[config.mk]
export PLATFORM = sky130hd
export DESIGN_NAME = range_aggregate_engine
export DESIGN_NICKNAME = d
export VERILOG_FILES = /design/src/rae_pkg.sv /design/src/rae_front.sv /design/src/rae_queue.sv /design/src/rae_back.sv /design/src/range_aggregate_engine.sv
export SDC_FILE = /design/constraint.sdc
export NUM_CORES = 1
export LEC_CHECK = 0
export ABC_CLOCK_PERIOD_IN_PS = 20900
export BUFFER_PORTS_ARGS = -buffer_cell sky130_fd_sc_hd__buf_4
export CAP_MARGIN = 20
export CORE_MARGIN = 1
export CORE_UTILIZATION = 40
export CTS_CLUSTER_DIAMETER = 60
export DETAILED_ROUTE_END_ITERATION = 8
export GPL_TIMING_DRIVEN = 0
export PLACE_DENSITY = 0.61
export SLEW_MARGIN = 20
export SYNTH_ARGS = -nofsm -noshare
export SYNTH_HDL_FRONTEND = slang
export SYNTH_SLANG_ARGS = --single-unit
[constraint.sdc]
create_clock -name clk -period 20.9 [get_ports clk]
set_clock_uncertainty 0.1 [all_clocks]
set_input_delay 1.045 -clock clk [delete_from_list [all_inputs] [get_ports clk]]
set_output_delay 1.045 -clock clk [all_outputs]
set_load 0.01 [all_outputs]
[src/rae_pkg.sv]
`timescale 1ns / 1ps
// ----------------------------------------------------------------------------
// rae_pkg
// Shared widths, codes and a saturation helper for the range aggregate engine.
// ----------------------------------------------------------------------------
package rae_pkg;

  localparam int VALUE_W = 32;
  localparam int SUM_W = 46;
  localparam int OP_W = 3;
  localparam int KIND_W = 2;
  localparam int MAX_RANGE_CELLS_DEF = 16384;

  localparam logic [OP_W-1:0] OP_SUM = 3'd0;
  localparam logic [OP_W-1:0] OP_AVG = 3'd1;
  localparam logic [OP_W-1:0] OP_MIN = 3'd2;
  localparam logic [OP_W-1:0] OP_MAX = 3'd3;
  localparam logic [OP_W-1:0] OP_COUNT = 3'd4;

  localparam logic [KIND_W-1:0] KIND_EMPTY = 2'd0;
  localparam logic [KIND_W-1:0] KIND_NUMBER = 2'd1;

  localparam logic signed [VALUE_W-1:0] Q_MAX = {1'b0, {(VALUE_W-1){1'b1}}};
  localparam logic signed [VALUE_W-1:0] Q_MIN = {1'b1, {(VALUE_W-1){1'b0}}};
  localparam logic signed [SUM_W-1:0] SUM_MAX = {1'b0, {(SUM_W-1){1'b1}}};
  localparam logic signed [SUM_W-1:0] SUM_MIN = {1'b1, {(SUM_W-1){1'b0}}};

  typedef logic signed [VALUE_W-1:0] value_t;
  typedef logic signed [SUM_W-1:0] sum_t;

  // clamp a wide signed sum to the q15.16 range
  function automatic value_t sat_sum(input sum_t s);
    logic upper_same;
    upper_same = (s[SUM_W-1:VALUE_W-1] == {(SUM_W-VALUE_W+1){1'b0}}) ||
                 (s[SUM_W-1:VALUE_W-1] == {(SUM_W-VALUE_W+1){1'b1}});
    if (upper_same) begin
      return s[VALUE_W-1:0];
    end else if (s[SUM_W-1]) begin
      return Q_MIN;
    end else begin
      return Q_MAX;
    end
  endfunction

endpackage

[src/rae_front.sv]
`timescale 1ns / 1ps
// ----------------------------------------------------------------------------
// rae_front
// Takes one cell per cycle when accepted; keeps the running sum, count, min,
// max and error flag of the open run; hands a summary on at the last cell.
// ----------------------------------------------------------------------------
module rae_front #(
  parameter int MAX_RANGE_CELLS = rae_pkg::MAX_RANGE_CELLS_DEF,
  parameter int CNT_W = $clog2(MAX_RANGE_CELLS + 1)
) (
  input  logic                         clk,
  input  logic                         rst,
  input  logic                         accept,
  input  logic [rae_pkg::OP_W-1:0]     operation,
  input  logic [rae_pkg::KIND_W-1:0]   cell_kind,
  input  logic signed [rae_pkg::VALUE_W-1:0] cell_value,
  input  logic                         last_cell,
  output logic                         sum_push,
  output logic signed [rae_pkg::SUM_W-1:0]   sum_total,
  output logic [CNT_W-1:0]             sum_count,
  output logic signed [rae_pkg::VALUE_W-1:0] sum_min,
  output logic signed [rae_pkg::VALUE_W-1:0] sum_max,
  output logic                         sum_error,
  output logic [rae_pkg::OP_W-1:0]     sum_op
);
  import rae_pkg::*;

  sum_t running_sum, running_sum_next;
  logic [CNT_W-1:0] number_count, number_count_next;
  value_t running_min, running_min_next;
  value_t running_max, running_max_next;
  logic sticky_error, sticky_error_next;
  logic [OP_W-1:0] latched_operation, latched_operation_next;
  logic in_run;

  sum_t base_sum;
  logic [CNT_W-1:0] base_count;
  value_t base_min, base_max;
  logic base_error;
  logic signed [SUM_W:0] sum_ext;

  always_comb begin
    // a fresh run starts from cleared accumulators
    base_sum = in_run ? running_sum : '0;
    base_count = in_run ? number_count : '0;
    base_min = in_run ? running_min : Q_MAX;
    base_max = in_run ? running_max : Q_MIN;
    base_error = in_run ? sticky_error : 1'b0;
    latched_operation_next = in_run ? latched_operation : operation;

    sum_ext = (SUM_W+1)'(base_sum) + (SUM_W+1)'(cell_value);
    running_sum_next = base_sum;
    number_count_next = base_count;
    running_min_next = base_min;
    running_max_next = base_max;
    sticky_error_next = base_error;

    if (cell_kind == KIND_NUMBER) begin
      if (sum_ext[SUM_W] != sum_ext[SUM_W-1]) begin
        running_sum_next = sum_ext[SUM_W] ? SUM_MIN : SUM_MAX;
      end else begin
        running_sum_next = sum_ext[SUM_W-1:0];
      end
      if (base_count < CNT_W'(MAX_RANGE_CELLS)) begin
        number_count_next = base_count + 1'b1;
      end
      if (cell_value < base_min) begin
        running_min_next = cell_value;
      end
      if (cell_value > base_max) begin
        running_max_next = cell_value;
      end
    end else if (cell_kind != KIND_EMPTY) begin
      sticky_error_next = 1'b1;
    end
  end

  always_ff @(posedge clk) begin
    if (rst) begin
      in_run <= 1'b0;
      latched_operation <= '0;
      sticky_error <= 1'b0;
      number_count <= '0;
      running_sum <= '0;
      running_min <= Q_MAX;
      running_max <= Q_MIN;
    end else if (accept) begin
      in_run <= !last_cell;
      latched_operation <= latched_operation_next;
      sticky_error <= sticky_error_next;
      number_count <= number_count_next;
      running_sum <= running_sum_next;
      running_min <= running_min_next;
      running_max <= running_max_next;
    end
  end

  assign sum_push = accept && last_cell;
  assign sum_total = running_sum_next;
  assign sum_count = number_count_next;
  assign sum_min = running_min_next;
  assign sum_max = running_max_next;
  assign sum_error = sticky_error_next;
  assign sum_op = latched_operation_next;

endmodule

[src/rae_queue.sv]
`timescale 1ns / 1ps
// ----------------------------------------------------------------------------
// rae_queue
// Small first-in first-out buffer of run summaries between front and back.
// ----------------------------------------------------------------------------
module rae_queue #(
  parameter int WIDTH = 8
) (
  input  logic             clk,
  input  logic             rst,
  input  logic             push,
  input  logic [WIDTH-1:0] push_data,
  output logic             full,
  input  logic             pop,
  output logic             valid,
  output logic [WIDTH-1:0] pop_data
);
  import rae_pkg::*;

  logic [WIDTH-1:0] slots [2];
  logic wr_ptr, rd_ptr;
  logic [1:0] fill;
  logic do_push, do_pop;

  assign full = (fill == 2'd2);
  assign valid = (fill != 2'd0);
  assign do_push = push && !full;
  assign do_pop = pop && valid;
  assign pop_data = slots[rd_ptr];

  always_ff @(posedge clk) begin
    if (do_push) begin
      slots[wr_ptr] <= push_data;
    end
  end

  always_ff @(posedge clk) begin
    if (rst) begin
      wr_ptr <= 1'b0;
      rd_ptr <= 1'b0;
      fill <= 2'd0;
    end else begin
      if (do_push) begin
        wr_ptr <= !wr_ptr;
      end
      if (do_pop) begin
        rd_ptr <= !rd_ptr;
      end
      if (do_push && !do_pop) begin
        fill <= fill + 2'd1;
      end else if (do_pop && !do_push) begin
        fill <= fill - 2'd1;
      end
    end
  end

endmodule

[src/rae_back.sv]
`timescale 1ns / 1ps
// ----------------------------------------------------------------------------
// rae_back
// Turns a run summary into the result, with a one-bit-per-cycle divider for
// the average, and holds the result until it is taken.
// ----------------------------------------------------------------------------
module rae_back #(
  parameter int MAX_RANGE_CELLS = rae_pkg::MAX_RANGE_CELLS_DEF,
  parameter int CNT_W = $clog2(MAX_RANGE_CELLS + 1)
) (
  input  logic                         clk,
  input  logic                         rst,
  input  logic                         sum_valid,
  output logic                         sum_pop,
  input  logic signed [rae_pkg::SUM_W-1:0]   sum_total,
  input  logic [CNT_W-1:0]             sum_count,
  input  logic signed [rae_pkg::VALUE_W-1:0] sum_min,
  input  logic signed [rae_pkg::VALUE_W-1:0] sum_max,
  input  logic                         sum_error,
  input  logic [rae_pkg::OP_W-1:0]     sum_op,
  output logic                         empty,
  input  logic                         pop,
  output logic signed [rae_pkg::VALUE_W-1:0] result_value,
  output logic                         result_error
);
  import rae_pkg::*;

  localparam int STEP_W = $clog2(SUM_W + 1);
  localparam logic S_IDLE = 1'b0;
  localparam logic S_DIV = 1'b1;

  logic state;
  logic out_valid;
  logic slot_free;
  logic start_div;
  logic direct_load;
  logic div_done;

  logic [SUM_W-1:0] div_q;
  logic [CNT_W-1:0] div_rem;
  logic [CNT_W-1:0] div_den;
  logic div_neg;
  logic [STEP_W-1:0] div_cnt;

  logic [CNT_W:0] rem_shift;
  logic rem_ge;
  logic [SUM_W-1:0] sum_mag;

  value_t direct_value;
  logic direct_error;
  value_t avg_value;

  assign slot_free = !out_valid || pop;
  assign start_div = (state == S_IDLE) && sum_valid && slot_free &&
                     (sum_op == OP_AVG) && !sum_error && (sum_count != '0);
  assign direct_load = (state == S_IDLE) && sum_valid && slot_free && !start_div;
  assign sum_pop = start_div || direct_load;
  assign div_done = (state == S_DIV) && (div_cnt == '0);

  assign sum_mag = sum_total[SUM_W-1] ? SUM_W'(-sum_total) : SUM_W'(sum_total);
  assign rem_shift = {div_rem, div_q[SUM_W-1]};
  assign rem_ge = rem_shift >= {1'b0, div_den};

  // results that need no division
  always_comb begin
    direct_value = '0;
    direct_error = sum_error;
    if (!sum_error) begin
      case (sum_op)
        OP_SUM: direct_value = sat_sum(sum_total);
        OP_AVG: direct_value = '0;
        OP_MIN: begin
          direct_error = (sum_count == '0);
          direct_value = direct_error ? '0 : sum_min;
        end
        OP_MAX: begin
          direct_error = (sum_count == '0);
          direct_value = direct_error ? '0 : sum_max;
        end
        OP_COUNT: direct_value = VALUE_W'(sum_count) << 16;
        default: direct_error = 1'b1;
      endcase
    end
  end

  // apply sign to the quotient magnitude and clamp
  always_comb begin
    if (div_neg) begin
      if (div_q > SUM_W'({1'b1, {(VALUE_W-1){1'b0}}})) begin
        avg_value = Q_MIN;
      end else begin
        avg_value = VALUE_W'(-div_q);
      end
    end else if (div_q > SUM_W'(Q_MAX)) begin
      avg_value = Q_MAX;
    end else begin
      avg_value = div_q[VALUE_W-1:0];
    end
  end

  always_ff @(posedge clk) begin
    if (start_div) begin
      div_q <= sum_mag;
      div_rem <= '0;
      div_den <= sum_count;
      div_neg <= sum_total[SUM_W-1];
    end else if (state == S_DIV && div_cnt != '0) begin
      div_q <= {div_q[SUM_W-2:0], rem_ge};
      div_rem <= rem_ge ? CNT_W'(rem_shift - {1'b0, div_den}) : CNT_W'(rem_shift);
    end
  end

  always_ff @(posedge clk) begin
    if (direct_load) begin
      result_value <= direct_value;
      result_error <= direct_error;
    end else if (div_done) begin
      result_value <= avg_value;
      result_error <= 1'b0;
    end
  end

  always_ff @(posedge clk) begin
    if (rst) begin
      state <= S_IDLE;
      out_valid <= 1'b0;
      div_cnt <= '0;
    end else begin
      if (direct_load || div_done) begin
        out_valid <= 1'b1;
      end else if (pop) begin
        out_valid <= 1'b0;
      end
      case (state)
        S_IDLE: begin
          if (start_div) begin
            state <= S_DIV;
            div_cnt <= STEP_W'(SUM_W);
          end
        end
        S_DIV: begin
          if (div_cnt == '0) begin
            state <= S_IDLE;
          end else begin
            div_cnt <= div_cnt - 1'b1;
          end
        end
        default: state <= S_IDLE;
      endcase
    end
  end

  assign empty = !out_valid;

endmodule

[src/range_aggregate_engine.sv]
`timescale 1ns / 1ps
// ----------------------------------------------------------------------------
// range_aggregate_engine
// Streaming sum / average / min / max / count over runs of typed cells.
// ----------------------------------------------------------------------------
// Cells go in on a queue-style port: an item is taken when push is high and
// full is low. The operation is read on the first cell of a run; last_cell
// closes the run. Results come out on a queue-style port: result_value and
// result_error are valid while empty is low and are taken on pop.
// The front takes one cell per cycle while full is low, so runs stream with
// no gaps. On the last cell the run summary goes into a two-entry queue; the
// back takes it when its output is free. An average is worked out by a
// divider in the back (load, then one quotient bit per cycle from a 46-bit
// dividend, then finish); every other operation is loaded into the result
// register directly.
// When the result is not taken, the back holds it and the queue fills; full
// rises once both queue entries hold finished runs, stopping the input.
// Synchronous reset empties the queue and output and closes any open run.
// ----------------------------------------------------------------------------
module range_aggregate_engine #(
  parameter int MAX_RANGE_CELLS = rae_pkg::MAX_RANGE_CELLS_DEF
) (
  input  logic                               clk,
  input  logic                               rst,
  input  logic                               push,
  output logic                               full,
  input  logic [rae_pkg::OP_W-1:0]           operation,
  input  logic [rae_pkg::KIND_W-1:0]         cell_kind,
  input  logic signed [rae_pkg::VALUE_W-1:0] cell_value,
  input  logic                               last_cell,
  output logic                               empty,
  input  logic                               pop,
  output logic signed [rae_pkg::VALUE_W-1:0] result_value,
  output logic                               result_error
);
  import rae_pkg::*;

  localparam int CNT_W = $clog2(MAX_RANGE_CELLS + 1);
  localparam int Q_W = SUM_W + CNT_W + 2 * VALUE_W + 1 + OP_W;

  logic accept;
  logic f_push;
  sum_t f_total;
  logic [CNT_W-1:0] f_count;
  value_t f_min, f_max;
  logic f_error;
  logic [OP_W-1:0] f_op;

  logic q_full, q_valid, q_pop;
  logic [Q_W-1:0] q_in, q_out;

  assign full = q_full;
  assign accept = push && !q_full;

  rae_front #(
    .MAX_RANGE_CELLS(MAX_RANGE_CELLS),
    .CNT_W(CNT_W)
  ) u_front (
    .clk        (clk),
    .rst        (rst),
    .accept     (accept),
    .operation  (operation),
    .cell_kind  (cell_kind),
    .cell_value (cell_value),
    .last_cell  (last_cell),
    .sum_push   (f_push),
    .sum_total  (f_total),
    .sum_count  (f_count),
    .sum_min    (f_min),
    .sum_max    (f_max),
    .sum_error  (f_error),
    .sum_op     (f_op)
  );

  assign q_in = {f_total, f_count, f_min, f_max, f_error, f_op};

  rae_queue #(
    .WIDTH(Q_W)
  ) u_queue (
    .clk       (clk),
    .rst       (rst),
    .push      (f_push),
    .push_data (q_in),
    .full      (q_full),
    .pop       (q_pop),
    .valid     (q_valid),
    .pop_data  (q_out)
  );

  rae_back #(
    .MAX_RANGE_CELLS(MAX_RANGE_CELLS),
    .CNT_W(CNT_W)
  ) u_back (
    .clk          (clk),
    .rst          (rst),
    .sum_valid    (q_valid),
    .sum_pop      (q_pop),
    .sum_total    (q_out[Q_W-1 -: SUM_W]),
    .sum_count    (q_out[Q_W-SUM_W-1 -: CNT_W]),
    .sum_min      (q_out[2*VALUE_W+OP_W : VALUE_W+OP_W+1]),
    .sum_max      (q_out[VALUE_W+OP_W : OP_W+1]),
    .sum_error    (q_out[OP_W]),
    .sum_op       (q_out[OP_W-1:0]),
    .empty        (empty),
    .pop          (pop),
    .result_value (result_value),
    .result_error (result_error)
  );

endmodule
==> run metrics <==
Post-DP HPWL 71.6 mm; count of TritonRoute iterations in the first routing pass 5; EDFF count, synth 353; Worst Tran Pin Value 1.06 ns; most common cell type on the critical path sky130_fd_sc_hd__clkbuf_1; ant diodes 0; CTS max path bufs 3; die footprint 72,900 sq um; I/O pin cnt 77; average footprint of a synthesized cell 9.72 sq um; highest cell delay on the worst timing path 0.72 ns; number of instances in the synthesized netlist 2,955; per-cell routed wire length 22.8 um; number of warning messages in the yosys log 0; unrepaired setup endpoints after global routing no; number of global-route vias before repair 22,335; data required time at the worst endpoint 21.20 ns; width of the chip 270 um; CP max-delay cell sky130_fd_sc_hd__a211oi_1; Placeable Area 70,500 sq um; RePlAce Congestion 0.957; portion of synthesized cell area occupied by the leading cell type 36.9%; logic gate share of total power 31.4%; standard-cell row count 97; slew margin rel. 29.2%; VDD IR-drop max 0.0693 mV; area occupied by multi-input gates 13,900 sq um; cts-stage hold buffer count 0; cell area after layout 32,800 sq um; final clock period utilization by the worst path 33.8%; share of synthesized registers carrying an async set or reset 0%; cell at the root of the clock tree sky130_fd_sc_hd__clkbuf_16; part of the power in registers 36.8%; critical path, cell by cell clkbuf_1 -> clkbuf_1 -> clkbuf_1 -> clkbuf_1 -> and2_1 -> ha_1 -> clkbuf_1 -> nand4_1 -> nor3_1 -> o21ai_0 -> a211oi_1 -> o211ai_1 -> a211oi_1 -> a41o_1 -> buf_2 -> clkbuf_1 -> nor2_1 -> a21oi_1; placement-stage cell area 30,700 sq um; critical path startpoint category flop; area taken by flip-flops and latches 13,800 sq um; fraction of final layout cells sized beyond drive strength 1 8.44%; vias per cell 5.75; global-route wire length before repair 140 mm; path category of the worst min-delay check flop to flop; DR vias 23,544; switch share 34.5%; pwr/cell area 106 nW/um^2; result of the run completed; height of the chip 270 um; Gates resized, CTS repair 0; antenna violations before repair 1; final core utilization 46.6%; Psw 1.20 mW; count of routing violations after the opening detailed-route iteration 2,369; number of remaining DRC errors 0; Inserted Clock Buffers 59; critical setup path kind flop to flop; internal power 2.28 mW; number of nets in the synthesized netlist 3,128; Mapped Area 28,700 sq um; clock latency on the worst-skew pair 0.62 ns; effective utilization at floorplan 40.7%; # H-tree levels 2; Max Clock Freq 0.141 GHz; Pleak 12.1 nW; flops & latches, synth 511; number of hold violations in the final report 0; number of nets in the layout 3,276; total congestion overflow after global routing 0; post-synth top area cell sky130_fd_sc_hd__edfxtp_1; post-CTS repair timing setup buffer count 0; cell types occupying the most area after synthesis sky130_fd_sc_hd__edfxtp_1 (37%), sky130_fd_sc_hd__dfxtp_1 (11%), sky130_fd_sc_hd__ha_1 (5.6%), sky130_fd_sc_hd__mux2i_1 (4.8%), sky130_fd_sc_hd__o21ai_0 (4.1%); portion of total power attributed to the clock network 31.8%; list of most frequent post-synthesis cells sky130_fd_sc_hd__edfxtp_1 (353), sky130_fd_sc_hd__nand2_1 (290), sky130_fd_sc_hd__nor2_1 (289), sky130_fd_sc_hd__o21ai_0 (233), sky130_fd_sc_hd__a21oi_1 (226); Fin Setup TNS 0 ns; clk sinks 511; number of I/O port buffers 76; library cell with the highest instance count after synthesis sky130_fd_sc_hd__edfxtp_1; minimum clock period after layout 7.07 ns; final routed wirelength across all metal layers 93.3 mm; count of pins over their slew limit 0; total track usage 25.1%; final setup violation count 0; maximum capacitance violations 0; total of fill cells in the finished design 6,638; Area Overhead vs Synth 14.3%; count of unique library cells instantiated by Yosys 84; number of nets with antenna violations after routing 0; highest net fanout along the worst path 10; maximum number of pins on one net before global-route repair 40; FF-to-FF setup slack 13.83 ns; CTS tree yes; sequential share of the synthesized area 47.9%; type of destination of the critical path flop; ys flop type sky130_fd_sc_hd__edfxtp_1; clock input transition at the sequential cells of the worst setup and hold paths 0.06 ns; critical path arrival 7.37 ns
-- layout make-up --
cell class | instances | share of cell area (%)
multi-input combinational | 2164 | 42.3
sequential | 511 | 41.9
clock buffer | 75 | 4.87
tap | 940 | 3.58
timing repair buffer | 87 | 2.48
buffer | 176 | 2.19
clock inverter | 36 | 1.49
inverter | 104 | 1.19
-- worst max-delay path: cells and delay by family (launching register included) --
| kind | cells | cell delay (ns) |
|---|---|---|
| buffers and inverters | 7 | 3.39 |
| AO/OA/AOI/OAI | 6 | 1.87 |
| AND/OR/NAND/NOR | 4 | 1.01 |
| flip-flops | 1 | 0.35 |
| adder cells (fa/ha/maj) | 1 | 0.12 |
-- metal layers --
layer	wire length, um	global-route usage (%)
met1	40700	34.6
met2	40900	38.9
met3	7520	3.83
met4	4200	11.2
met5	9	0
-- cell families after synthesis --
family                     Yosys count  synth area share (%)
xor gates and xnor gates           114                  3.48
DFF                                511                  47.9
buffers and inverters              280                  3.86
and+or+nand+nor                    923                  15.0
adders and majority gates          131                  5.76
muxes                              165                  5.95
AOI/OAI and AO/OA                  831                  18.0
-- placed cells by master, fill, tap and decap left out, drive strengths merged, types with 18 or more instances in the layout --
cell	netlist	final
a211oi	57	57
a21o	37	37
a21oi	227	227
a221oi	18	18
and2	57	57
buf	40	127
clkbuf	136	211
clkinv	1	21
dfxtp	158	158
edfxtp	353	353
ha	129	129
inv	103	106
mux2	26	26
mux2i	138	138
nand2	290	290
nand3	44	44
nand4	25	25
nor2	289	289
nor2b	48	48
nor3	64	64
nor3b	25	25
nor4	18	18
o21a	46	46
o21ai	242	242
o22a	31	31
o22ai	41	41
xnor2	58	58
xor2	56	56
-- per-stage QoR --
stage | hold WS (ns) | worst slack (ns) | power (mW) | std cells
final | 0.355 | 13.83 | 3.48 | 4093
after global routing | 0.377 | 13.54 | 3.62 | 4093
after CTS | 0.357 | 13.98 | 3.48 | 4093
after detailed placement | 0.347 | 14.01 | 2.37 | 3982
after global placement | 0.343 | 9.51 | 2.36 | 3971
after floorplan | 0.332 | 13.28 | 1.96 | 2955
-- power by group through the flow --
stage          clock, mW  sequential [mW]  combinational (mW)
3_5_place_dp           0             1.30                1.07
5_1_grt             1.16             1.29                1.17
2_1_floorplan          0             1.31               0.651
6_report            1.11             1.28                1.09
4_1_cts             1.12             1.28                1.08
3_3_place_gp           0             1.32                1.05
-- registers in the layout, indices dropped and copies added (netlist names), named ones only --
signal	count
u_front.sticky_error	1
u_front.latched_operation	3
u_queue.rd_ptr	1
u_back.result_value	32
u_back.out_valid	1
u_queue.slots	258
u_front.running_max	32
u_queue.wr_ptr	1
u_back.result_error	1
u_back.div_cnt	6
u_back.div_q	46
u_queue.fill	2
u_back.div_den	15
u_front.running_min	32
u_back.div_rem	15
u_front.running_sum	46
u_front.number_count	15
u_back.state	1
u_front.in_run	1
u_back.div_neg	1
-- final timing paths --
path,startpoint,end,cells past startpoint
hold / removal,u_front.latched_operation[0]$_SDFFE_PP0P_,u_front.latched_operation[0]$_SDFFE_PP0P_,2
setup / recovery,u_front.in_run$_SDFFE_PP0P_,u_queue.slots[1][126]$_DFFE_PP_,18
setup reg to reg,u_front.in_run$_SDFFE_PP0P_,u_queue.slots[1][126]$_DFFE_PP_,18
hold reg to reg,u_front.latched_operation[0]$_SDFFE_PP0P_,u_front.latched_operation[0]$_SDFFE_PP0P_,2
No activity file was read; power rests on OpenSTA's default activity.
